--- src/rtl/smx_pkg.sv ---
// smx_pkg: shared types, request codes and default sizes of the sample mixer
// used by every file of the mixer but smx_ram; depends on nothing
`timescale 1ns / 1ps

package smx_pkg;

   localparam int VOICES_DEF             = 16;
   localparam int SAMPLES_DEF            = 64;
   localparam int FRAME_DEPTH_DEF        = 65536;
   localparam int MARKERS_PER_SAMPLE_DEF = 8;

   localparam int REQ_DATA_W = 144;
   localparam int RSP_DATA_W = 32;
   localparam int CSR_ADDR_W = 3;

   localparam logic [2:0] REQ_WRITE_FRAME  = 3'd0;
   localparam logic [2:0] REQ_WRITE_DESC   = 3'd1;
   localparam logic [2:0] REQ_WRITE_MARKER = 3'd2;
   localparam logic [2:0] REQ_START_VOICE  = 3'd3;
   localparam logic [2:0] REQ_TICK         = 3'd4;

   localparam logic [6:0] BG_DISABLED = 7'h7F;

   typedef enum logic [3:0] {
      ST_IDLE,
      ST_START_RD,
      ST_START_WR,
      ST_BG_RD,
      ST_BG_ADDR,
      ST_BG_DATA,
      ST_VOICE,
      ST_DRAIN,
      ST_OUT
   } state_type;

   typedef struct packed {
      logic capture;
      logic wr_frame;
      logic wr_desc;
      logic wr_marker;
      logic start_rd;
      logic start_wr;
      logic bg_rd;
      logic bg_addr;
      logic bg_load;
      logic voice_issue;
      logic out_load;
   } cmd_type;

   typedef struct packed {
      logic pipe_busy;
      logic out_free;
   } stat_type;

endpackage

--- src/rtl/smx_ctrl.sv ---
// smx_ctrl: request sequencer of the sample mixer, drives datapath commands
// depends on smx_pkg
`timescale 1ns / 1ps

module smx_ctrl #(
   parameter int VOICES = smx_pkg::VOICES_DEF
) (
   input  logic                                      clock,
   input  logic                                      reset,
   input  logic                                      req_tvalid,
   output logic                                      req_tready,
   input  logic [2:0]                                req_tuser,
   input  smx_pkg::stat_type                         stat,
   output smx_pkg::cmd_type                          cmd,
   output logic [(VOICES > 1 ? $clog2(VOICES) : 1)-1:0] voice_idx
);

   localparam int VW = (VOICES > 1) ? $clog2(VOICES) : 1;
   localparam logic [VW-1:0] LAST_VOICE = VW'(VOICES - 1);

   smx_pkg::state_type state_ff, state_in;
   logic [VW-1:0]      vcnt_ff, vcnt_in;
   logic               accept;

   assign accept    = req_tvalid && req_tready;
   assign voice_idx = vcnt_ff;

   always_ff @(posedge clock) begin
      if (reset) begin
         state_ff <= smx_pkg::ST_IDLE;
         vcnt_ff  <= '0;
      end else begin
         state_ff <= state_in;
         vcnt_ff  <= vcnt_in;
      end
   end

   always_comb begin
      state_in = state_ff;
      case (state_ff)
         smx_pkg::ST_IDLE: begin
            if (accept && req_tuser == smx_pkg::REQ_TICK) begin
               state_in = smx_pkg::ST_BG_RD;
            end else if (accept && req_tuser == smx_pkg::REQ_START_VOICE) begin
               state_in = smx_pkg::ST_START_RD;
            end
         end
         smx_pkg::ST_START_RD: state_in = smx_pkg::ST_START_WR;
         smx_pkg::ST_START_WR: state_in = smx_pkg::ST_IDLE;
         smx_pkg::ST_BG_RD:    state_in = smx_pkg::ST_BG_ADDR;
         smx_pkg::ST_BG_ADDR:  state_in = smx_pkg::ST_BG_DATA;
         smx_pkg::ST_BG_DATA:  state_in = smx_pkg::ST_VOICE;
         smx_pkg::ST_VOICE: begin
            if (vcnt_ff == LAST_VOICE) begin
               state_in = smx_pkg::ST_DRAIN;
            end
         end
         smx_pkg::ST_DRAIN: begin
            if (!stat.pipe_busy) begin
               state_in = smx_pkg::ST_OUT;
            end
         end
         smx_pkg::ST_OUT: begin
            if (stat.out_free) begin
               state_in = smx_pkg::ST_IDLE;
            end
         end
         default: state_in = smx_pkg::ST_IDLE;
      endcase
   end

   always_comb begin
      cmd        = '0;
      req_tready = 1'b0;
      vcnt_in    = vcnt_ff;
      case (state_ff)
         smx_pkg::ST_IDLE: begin
            req_tready    = 1'b1;
            vcnt_in       = '0;
            cmd.capture   = accept;
            cmd.wr_frame  = accept && req_tuser == smx_pkg::REQ_WRITE_FRAME;
            cmd.wr_desc   = accept && req_tuser == smx_pkg::REQ_WRITE_DESC;
            cmd.wr_marker = accept && req_tuser == smx_pkg::REQ_WRITE_MARKER;
         end
         smx_pkg::ST_START_RD: cmd.start_rd = 1'b1;
         smx_pkg::ST_START_WR: cmd.start_wr = 1'b1;
         smx_pkg::ST_BG_RD:    cmd.bg_rd    = 1'b1;
         smx_pkg::ST_BG_ADDR:  cmd.bg_addr  = 1'b1;
         smx_pkg::ST_BG_DATA:  cmd.bg_load  = 1'b1;
         smx_pkg::ST_VOICE: begin
            cmd.voice_issue = 1'b1;
            vcnt_in         = vcnt_ff + 1'b1;
         end
         smx_pkg::ST_DRAIN: ;
         smx_pkg::ST_OUT:   cmd.out_load = stat.out_free;
         default: ;
      endcase
   end

endmodule

--- config.mk ---
export PLATFORM = sky130hd
export DESIGN_NAME = smx_ctrl
export DESIGN_NICKNAME = d
export VERILOG_FILES = /design/src/rtl/smx_pkg.sv /design/src/rtl/smx_ctrl.sv
export SDC_FILE = /design/constraint.sdc
export NUM_CORES = 1
export LEC_CHECK = 0
export BUFFER_PORTS_ARGS = -buffer_cell sky130_fd_sc_hd__buf_4
export CAP_MARGIN = 20
export CELL_PAD_IN_SITES_DETAIL_PLACEMENT = 1
export CELL_PAD_IN_SITES_GLOBAL_PLACEMENT = 2
export CORE_UTILIZATION = 22
export DETAILED_ROUTE_END_ITERATION = 16
export PLACE_DENSITY = 0.7
export SYNTH_ARGS = -nofsm -noshare
export SYNTH_HDL_FRONTEND = slang
export SYNTH_SLANG_ARGS = --single-unit
--- constraint.sdc ---
create_clock -name clock -period 1.55 [get_ports clock]
set_input_delay 0.0775 -clock clock [delete_from_list [all_inputs] [get_ports clock]]
set_output_delay 0.0775 -clock clock [all_outputs]
set_load 0.02 [all_outputs]
-- After elaboration in Yosys (flattened, before gate mapping)
Cells that the tools add are included.
- flip-flop bits (word level): 8
- output and inout bits: 16
- add/sub/neg operators: 1
- equality and inequality tests: 17
- muxes and demuxes: 16
- reduce and logical (&&, ||, !) cells: 10
- operator list (operator ; count):
    $pmux 4 s8 ; 1
    $mux 4 ; 6
    $eq 4x3->1 const B ; 4
    $eq 4x2->1 const B ; 2
    $eq 4x4->1 const B ; 2
    $mux 1 ; 8
    $pmux 4 s2 ; 1
    $eq 3x2->1 const B ; 2
    $logic_and 1x1->1 ; 6
    $ne 2x2->1 const B ; 3
    $add 4x1->4 const B ; 1
    $eq 4x1->1 const B ; 1
    $logic_not 4->1 ; 1
    $reduce_and 4->1 ; 1
    $eq 3x1->1 const B ; 1
    $eq 3x3->1 const B ; 1
    $logic_not 3->1 ; 1
    $ne 3x3->1 const B ; 1
    $reduce_bool 2->1 ; 1

-- Longest topological paths before layout
Gate-level depths: netlist (run 1).
- depth in word-level cells: 7
- gate-level depth with buffers: 5
- mapped depth without buffers: 4

-- Worst setup path before layout (run 1)
OpenSTA, ideal clock, no wires.
- path kind: register -> output
- start point: register state_ff[2]
- end point: output port cmd[9] (netlist bit)
- arrival: 1.443 ns
- data required time: 1.472 ns
- slack: 0.029 ns
- stages on the path, launching flop included: 6
- path buffers: 2
- cells stage by stage: dfxtp_1 buf_6 or4_4 buf_6 nor2_2 and4bb_1
- RTL lines (what ; line ; text):
    start, declared ; smx_ctrl.sv:21 ; smx_pkg::state_type state_ff, state_in;
    start signal, assigned ; smx_ctrl.sv:30 ; state_ff <= smx_pkg::ST_IDLE;
    start signal, assigned ; smx_ctrl.sv:33 ; state_ff <= state_in;
    end, declared ; smx_ctrl.sv:14 ; output smx_pkg::cmd_type cmd,

-- Worst setup path in the final report (run 1)
- start point: register state_ff[0]
- end point: register state_ff[0]
- cells in the longest elaborated chain, start to end: 6
- elaborated cells on any way between the ends: 19
- RTL lines (what ; line ; text):
    $logic_not 4->1 ; smx_ctrl.sv:40, smx_ctrl.sv:76 ;
    $mux 1 ; smx_ctrl.sv:76 ; case (state_ff)
    $logic_and 1x1->1 ; smx_ctrl.sv:25 ; assign accept = req_tvalid && req_tready;
    $logic_and 1x1->1, on equally long branches ; smx_ctrl.sv:42, smx_ctrl.sv:44 ;
    $mux 4 / $ne 3x3->1 (equally long branches) ; - ;
    $pmux 4 s8 / $reduce_and 4->1 (equally long branches) ; - ;
Parallel ways exist; a longest one is shown, timed or not.
A chain may end at the register's enable or synchronous reset.

==> results of run 1 <==
-- power groups by stage --
stage / combinational [uW] / clock, uW / sequential [uW]
finish: 221 / 168 / 223
global route: 236 / 197 / 225
CTS: 193 / 174 / 222
detailed placement: 170 / 0 / 225
global placement: 169 / 0 / 226
floorplan: 107 / 0 / 223
-- worst min path at each step --
stage	end	from	slack (ns)
after floorplan	voice_idx[0]$_SDFFE_PP0P_	reset	0.15
after global placement	voice_idx[1]$_SDFFE_PP0P_	reset	0.30
after detailed placement	voice_idx[0]$_SDFFE_PP0P_	reset	0.31
after CTS	voice_idx[2]$_SDFFE_PP0P_	reset	0.03
after global routing	voice_idx[0]$_SDFFE_PP0P_	reset	0.03
final	voice_idx[0]$_SDFFE_PP0P_	reset	0.05
-- final cells by class --
type | count | area (sq um) | share of cell area
well taps | 28 | 35.0 | 0.0389
inverters | 5 | 21.3 | 0.0236
clock buffers | 3 | 22.5 | 0.0250
flip-flops and latches | 8 | 165 | 0.183
multi-input cells | 50 | 387 | 0.429
repair buffers | 33 | 270 | 0.300
-- layer usage --
metal | part of all wire | wire length, um | global-route usage | up-vias
li1 | - | - | - | 316
met1 | 0.47 | 862 | 0.190 | 299
met2 | 0.49 | 893 | 0.224 | 13
met3 | 0.034 | 62 | 0.0614 | 2
met4 | 0.0076 | 14 | 0.0405 | 0
met5 | 0 | 0 | 0 | -
-- kinds of logic (layout without fill, tap and decap cells) --
family | after synthesis | after routing
AND/OR/NAND/NOR | 36 | 36
adder cells (fa/ha/maj) | 1 | 1
buffers and inverters | 8 | 41
AO/OA/AOI/OAI | 13 | 13
flip-flops | 8 | 8
-- Yosys cell counts, drive strengths merged --
cell / number
nand3: 4
and3: 1
a211o: 1
inv: 5
dfxtp: 8
or3: 1
nor4b: 1
or4b: 1
nand4bb: 1
or4: 1
o22ai: 1
and2: 2
a311oi: 3
ha: 1
a21oi: 4
a41oi: 2
and4b: 3
nand4: 1
nor3: 4
nand2b: 4
nand3b: 1
a211oi: 1
buf: 3
nand2: 4
nor2: 5
o32ai: 1
or2: 1
and4bb: 1
-- placed cells by master, fill, tap and decap left out --
cell | synthesis | layout
and4b_1 | 3 | 3
a211o_1 | 1 | 1
ha_1 | 1 | 1
dfxtp_1 | 8 | 4
nor3_1 | 4 | 4
or2_1 | 1 | 1
and2_1 | 2 | 1
nor2_4 | 0 | 2
a311oi_4 | 0 | 1
and3_1 | 1 | 1
nand4bb_2 | 0 | 1
o22ai_1 | 1 | 1
inv_1 | 3 | 3
and2_4 | 0 | 1
a311oi_1 | 2 | 2
clkbuf_4 | 0 | 3
nand2b_1 | 4 | 4
a211oi_1 | 1 | 1
nand3b_1 | 1 | 1
buf_4 | 0 | 27
or4_4 | 1 | 1
nor2_1 | 4 | 3
inv_4 | 0 | 1
buf_6 | 2 | 6
nor4b_1 | 1 | 1
dfxtp_2 | 0 | 4
or4b_4 | 0 | 1
nand3_1 | 4 | 4
o32ai_2 | 0 | 1
inv_2 | 2 | 1
nand2_1 | 4 | 4
a41oi_1 | 2 | 2
nand4_1 | 1 | 1
and4bb_1 | 1 | 1
a21oi_1 | 4 | 4
or3_1 | 1 | 1
-- per-stage QoR --
stage | hold slack, ns | power, uW | setup slack, ns | setup TNS [ns] | std cells
global placement | 0.305 | 395 | 0.120 | 0 | 119
floorplan | 0.147 | 330 | 0.0292 | 0 | 66
finish | 0.0468 | 613 | -0.147 | -0.540 | 127
CTS | 0.0338 | 588 | -0.119 | -0.370 | 123
global route | 0.0285 | 658 | -0.199 | -0.903 | 127
detailed placement | 0.310 | 395 | 0.0486 | 0 | 119
-- flip-flops by register name, indices dropped and copies added, names as in the netlist --
name / count
state_ff: 4
voice_idx: 4
-- repair_timing --
item                                    in CTS  in global routing
gates resized for setup                     11                  8
pin swaps                                    4                  4
setup buffers                                1                  4
endpoints found under the setup margin       5                  9
==> summary.md, run 1 <==
| Metric | Value |
|---|---|
| Crit path DAT | 1.83 ns |
| Root Driver | clkbuf_4 |
| Synth cell types | 32 |
| Initial antenna violation count | 0 |
| Port bufs | 23 |
| Final core occ | 0.396 |
| Number of vias per cell | a little under 5 |
| Final Setup Violations | 5 |
| Synth Area in Compound Gates | 0.184 |
| TritonCTS clock tree | built |
| Crit path required time | 1.69 ns |
| P_sw | 196 uW |
| Sw frac | 0.320 |
| Chip Height | ~52 um |
| Buffers and inverters on the worst path | 2 |
| 1st-iter DRT viols | 2 |
| Crit path depth | 5 |
| First-pass GRT wire length | 2880 um |
| Crit. End Element | register |
| Core Box Area | approximately 2300 sq um |
| Crit path from | state_ff[0]$_SDFFE_PP0P_ |
| Fin crit share | 1.09 |
| Longest Clk Path Bufs | 2 |
| Register area share after synthesis | 0.291 |
| Yosys top cell area share | 0.291 |
| Register share of total power | 0.364 |
| Total track usage | 0.148 |
| Clk network pwr share | 0.274 |
| Worst min path class | input port to register |
| Synth area leaders | dfxtp_1, and4b_1, nand2b_1 |
| CP max stage cell | or4_4 |
| Drt wl/cell | 14.4 um |
| Final worst slack | -0.147 ns |
| WS Path Type | register to register |
| # rows | 17 |
| Routed WL | 1830 um |
| Layout net count | 110 |
| Cell chain of the critical path | or4_4, buf_4, buf_6, a311oi_4, o32ai_2 |
| Hold buffers post-CTS | 0 |
| Hpwl dp | ~1300 um |
| Drt first pass iters | 3 |
| Avg Inst Size Synth | 8.34 sq um |
| Cell area after placement | 768 sq um |
| Max Cap Violations | 0 |
| Layout cells sized above 1 | 0.505 |
| Comb pwr share | 0.361 |
| Yosys reg bits | 8 |
| Antenna fix cells | 0 |
| Fillers | 271 |
| Largest family of logic cells by synthesized area | simple AND/OR/NAND/NOR gates |
| Finished Cell Area | between 900 and 1000 sq um |
| Slew Limit Fails | 0 |
| Worst clock skew | 0.000590 ns |
| Syn. warnings | 0 |
| Die Width | between 50 and 60 um |
| Reg clk slew, reported paths | 0.06 ns |
| Fmax | 0.589 GHz |
| # IOs | 24 |
| Syn nets | 75 |
| Worst Setup EP | state_ff[0]$_SDFFE_PP0P_ |
| Min Clock Period, post-route | 1.70 ns |
| Simple-Gate Fraction of Synth Area | 0.418 |
| CP Launch Type | register |
| VDD IR max | 382 uV |
| GRT Residual Overflow | 0 |
| Hold depth | 2 |
| Reg2reg start | state_ff[0]$_SDFFE_PP0P_ |
| Vias in the first global route | 620 |
| Power per cell area | 680 nW/um^2 |
| Outcome | complete, but fails checks |
| Synth area leader | dfxtp_1 |
| Top delay family on crit path | simple AND/OR/NAND/NOR gates |
| Post-synthesis mux area share | 0 |
| Adder-cell share of the synthesized area | 0.0227 |
| RSZ-0062 raised after global routing | yes |
| Worst-skew pair later-pin latency | around 0.26 ns |
| CP max stage delay | about 0.57 ns |
| R2R depth | 5 |
| Reg2Reg Setup Slack | -0.15 ns |
| Area growth syn-to-layout | 63.6% |
| Routability Congestion | ~0.76 |
| Vias post-DR | 630 |
| Routed Antenna Nets | 0 |
| Initial core utilization | 0.242 |
| Failing checks | setup timing |
| Mapped cell area | 551 sq um |
| Worst slew pin tran | 0.252 ns |
| RR Endpoint | state_ff[0]$_SDFFE_PP0P_ |
| Drt drc | 0 |
| Htree depth | 1 |
| Final Hold Viols | 0 |
| Num CTS Buffers | 3 |
| Xor/xnor cell area share of the yosys netlist | 0 |
| TritonCTS sink count | 8 |
| Critical path fanouts, max | 4 |
| Pint | around 420 uW |
| Largest net degree at the start of global routing | 11 |
| Max-slew headroom | 0.830 |
| Post-Syn Instances | 66 |
| Die ar. | between 2000 and 3000 sq um |
| Leak | ~0.00039 uW |
No activity file was read; power rests on OpenSTA's default activity.
==> run 2: changes to the inputs <==
Settings changed: ABC_AREA set to 1, CORE_UTILIZATION 22 to 20, PLACE_DENSITY 0.7 to 0.69, SKIP_CTS_REPAIR_TIMING set to 1.
==> run 2 against run 1 <==
- the run now ends clean
- utilization down 9.0 points
- sequential cell count unchanged
- total power up 130%
- clock power down 5%
- clock skew up 0.0058 ns
- setup slack better by 0.26 ns
- hold slack worse by 0.027 ns
- clock-buffer cell count unchanged
- critical endpoint is now cmd[7]
- final area down 6.5%
- non-clock buffer count down 10
- combinational power rose to 4.2 times the previous value
- wire length down 3.7%
==> summary.md, run 2 <==
| Metric | Value |
|---|---|
| Chip Height | between 50 and 60 um |
| VDD IR max | 807 uV |
| Final Setup Violations | 0 |
| Number of vias per cell | 4.42 |
| Post-Syn Instances | between 90 and 100 |
| Crit path DAT | approximately 1.4 ns |
| Die Width | roughly 56 um |
| Crit. End Element | output port |
| # rows | 19 |
| Most common cell after layout, fill and taps aside | buf_4 |
| Worst min path class | input port to register |
| Hold depth | 2 |
| Htree depth | 1 |
| Avg Inst Size Synth | about 6.2 sq um |
| CP Launch Type | register |
| Most frequent cells in the layout | buf_4, nor2_1, nand2_1 |
| Total track usage | 0.115 |
| Count leader, synth | nor2_1 |
| Finished Cell Area | 842 sq um |
| Fillers | 371 |
| Drt wl/cell | 11.8 um |
| Die ar. | approximately 3100 sq um |
| Leak | 0.000409 uW |
| RR Endpoint | state_ff[1]$_SDFFE_PP0P_ |
| Yosys reg bits | 8 |
| Routability Congestion | about 0.73 |
| Antenna fix cells | 0 |
| Worst-skew pair later-pin latency | approximately 0.25 ns |
| Reg clk slew, reported paths | 0.06 ns |
| Register area share after synthesis | 0.276 |
| Yosys top cell area share | 0.276 |
| Post-synth EDFFs | 0 |
| Syn. warnings | 0 |
| Worst clock skew | approximately 0.0064 ns |
| Reg2Reg Setup Slack | 0.19 ns |
| Vias post-DR | 663 |
| Ys async rst share | 0 |
| HP Start | reset |
| Num CTS Buffers | 3 |
| Port bufs | 23 |
| Worst slew pin tran | 0.287 ns |
| Power per cell area | about 1700 nW/um^2 |
| WL met2 | 829 um |
| Max Cap Violations | 0 |
| Syn nets | 102 |
| Commonest cells in the netlist | nor2_1, nand2_1, inv_1 |
| Outcome | finished, final reports clean |
| Longest Clk Path Bufs | 2 |
| Routed Antenna Nets | 0 |
| Final core occ | 0.305 |
| Synth area leaders | dfxtp_1, nor2_1, nand2_1 |
| Metal-1 WL | 827 um |
| Min Clock Period, post-route | 1.44 ns |
| Cell area after placement | 791 sq um |
| Hold Crit Endpoint | voice_idx[1]$_SDFFE_PP0P_ |
| Drt drc | 0 |
| Fin crit share | 0.928 |
| Met3 Wirelength | 101 um |
| Root Driver | clkbuf_4 |
| Vias in the first global route | 638 |
| Synth cell types | 20 |
| Crit path required time | around 1.5 ns |
| WS Path Type | register to output port |
| Critical path fanouts, max | 6 |
| Drt first pass iters | 4 |
| 1st-iter DRT viols | 20 |
| Setup TNS Final | 0 ns |
| Area growth syn-to-layout | 45.4% |
| Layout net count | 130 |
| Layout cells sized above 1 | 0.345 |
| Synth area leader | dfxtp_1 |
| R2R depth | 9 |
| Uppermost routed layer | met4 |
| Initial core utilization | 0.210 |
| RSZ-0062 raised after global routing | no |
| Max-slew headroom | 0.808 |
| Core Box Area | 2760 sq um |
| Routed WL | 1760 um |
| Mapped cell area | 579 sq um |
| TritonCTS sink count | 8 |
| GRT Residual Overflow | 0 |
| Initial antenna violation count | 0 |
| Reg2reg start | voice_idx[0]$_SDFFE_PP0P_ |
| Largest net degree at the start of global routing | 8 |
| Slew Limit Fails | 0 |
| TritonCTS clock tree | built |
| First-pass GRT wire length | 2840 um |
| Hpwl dp | 1470 um |
| # IOs | 24 |
| Top FF cell, synth | dfxtp_1 |
| Final Hold Viols | 0 |
| Fmax | about 0.7 GHz |
## run 2: cell types whose count changed after synthesis, moves of 4 or more
cell	delta
inv_1	+12
nand2_1	+13
nand2b_1	-4
nor2_1	+15
## run 2: worst max-delay path, stage by stage, from the launching register on
cell	delay, ns
dfxtp_1	0.39
nor2_4	0.18
nand3_4	0.13
nor4b_2	0.23
buf_4	0.18
## run 2: through the flow
stage | hold slack [ns] | worst slack, ns | cells | power, uW
final | 0.0194 | 0.112 | 150 | 1420
after CTS | 0.0147 | 0.00953 | 150 | 1420
after global placement | 0.282 | 0.0830 | 147 | 1250
after global routing | 0.00504 | 0.00621 | 150 | 1560
after floorplan | 0.147 | 0.103 | 93 | 939
after detailed placement | 0.279 | 0.0716 | 147 | 1260
## run 2: how the worst max path moves through the flow
| stage | startpoint | to | cells after the start |
|---|---|---|---|
| 3_3_place_gp | voice_idx[0]$_SDFFE_PP0P_ | state_ff[1]$_SDFFE_PP0P_ | 9 |
| 4_1_cts | state_ff[2]$_SDFFE_PP0P_ | cmd[7] | 4 |
| 5_1_grt | state_ff[2]$_SDFFE_PP0P_ | cmd[2] | 3 |
| 6_report | state_ff[2]$_SDFFE_PP0P_ | cmd[7] | 4 |
| 2_1_floorplan | state_ff[0]$_SDFFE_PP0P_ | cmd[7] | 3 |
| 3_5_place_dp | voice_idx[0]$_SDFFE_PP0P_ | state_ff[1]$_SDFFE_PP0P_ | 9 |
## run 2: logic make-up after synthesis
kind of cell,synth area share
AOI/OAI and AO/OA,0.121
adders and majority gates,0.0216
buffers and inverters,0.0972
DFF,0.276
and+or+nand+nor,0.484
## run 2: final cells by class
cell class / instances / area, sq um / share of cell area
Multi-Input combinational cell: 70 / 388 / 0.461
Timing Repair Buffer: 23 / 173 / 0.205
Sequential cell: 8 / 164 / 0.195
Inverter: 15 / 56.3 / 0.0669
Tap cell: 31 / 38.8 / 0.0461
Clock buffer: 3 / 22.5 / 0.0267
## run 2: where the power goes
| group | leakage (uW) | switching (uW) | total [uW] | internal, uW |
|---|---|---|---|---|
| Clock | 0.0000138 | 70.5 | 159 | 88.6 |
| Combinational | 0.000328 | 602 | 933 | 330 |
| Sequential | 0.0000665 | 79.0 | 333 | 254 |
| Total | 0.000409 | 752 | 1420 | 673 |
## run 2: per-layer routing
metal	GRT usage	vias up
met5	0	-
met3	0.0372	2
met2	0.210	21
met1	0.135	286
li1	-	354
met4	0.0105	0
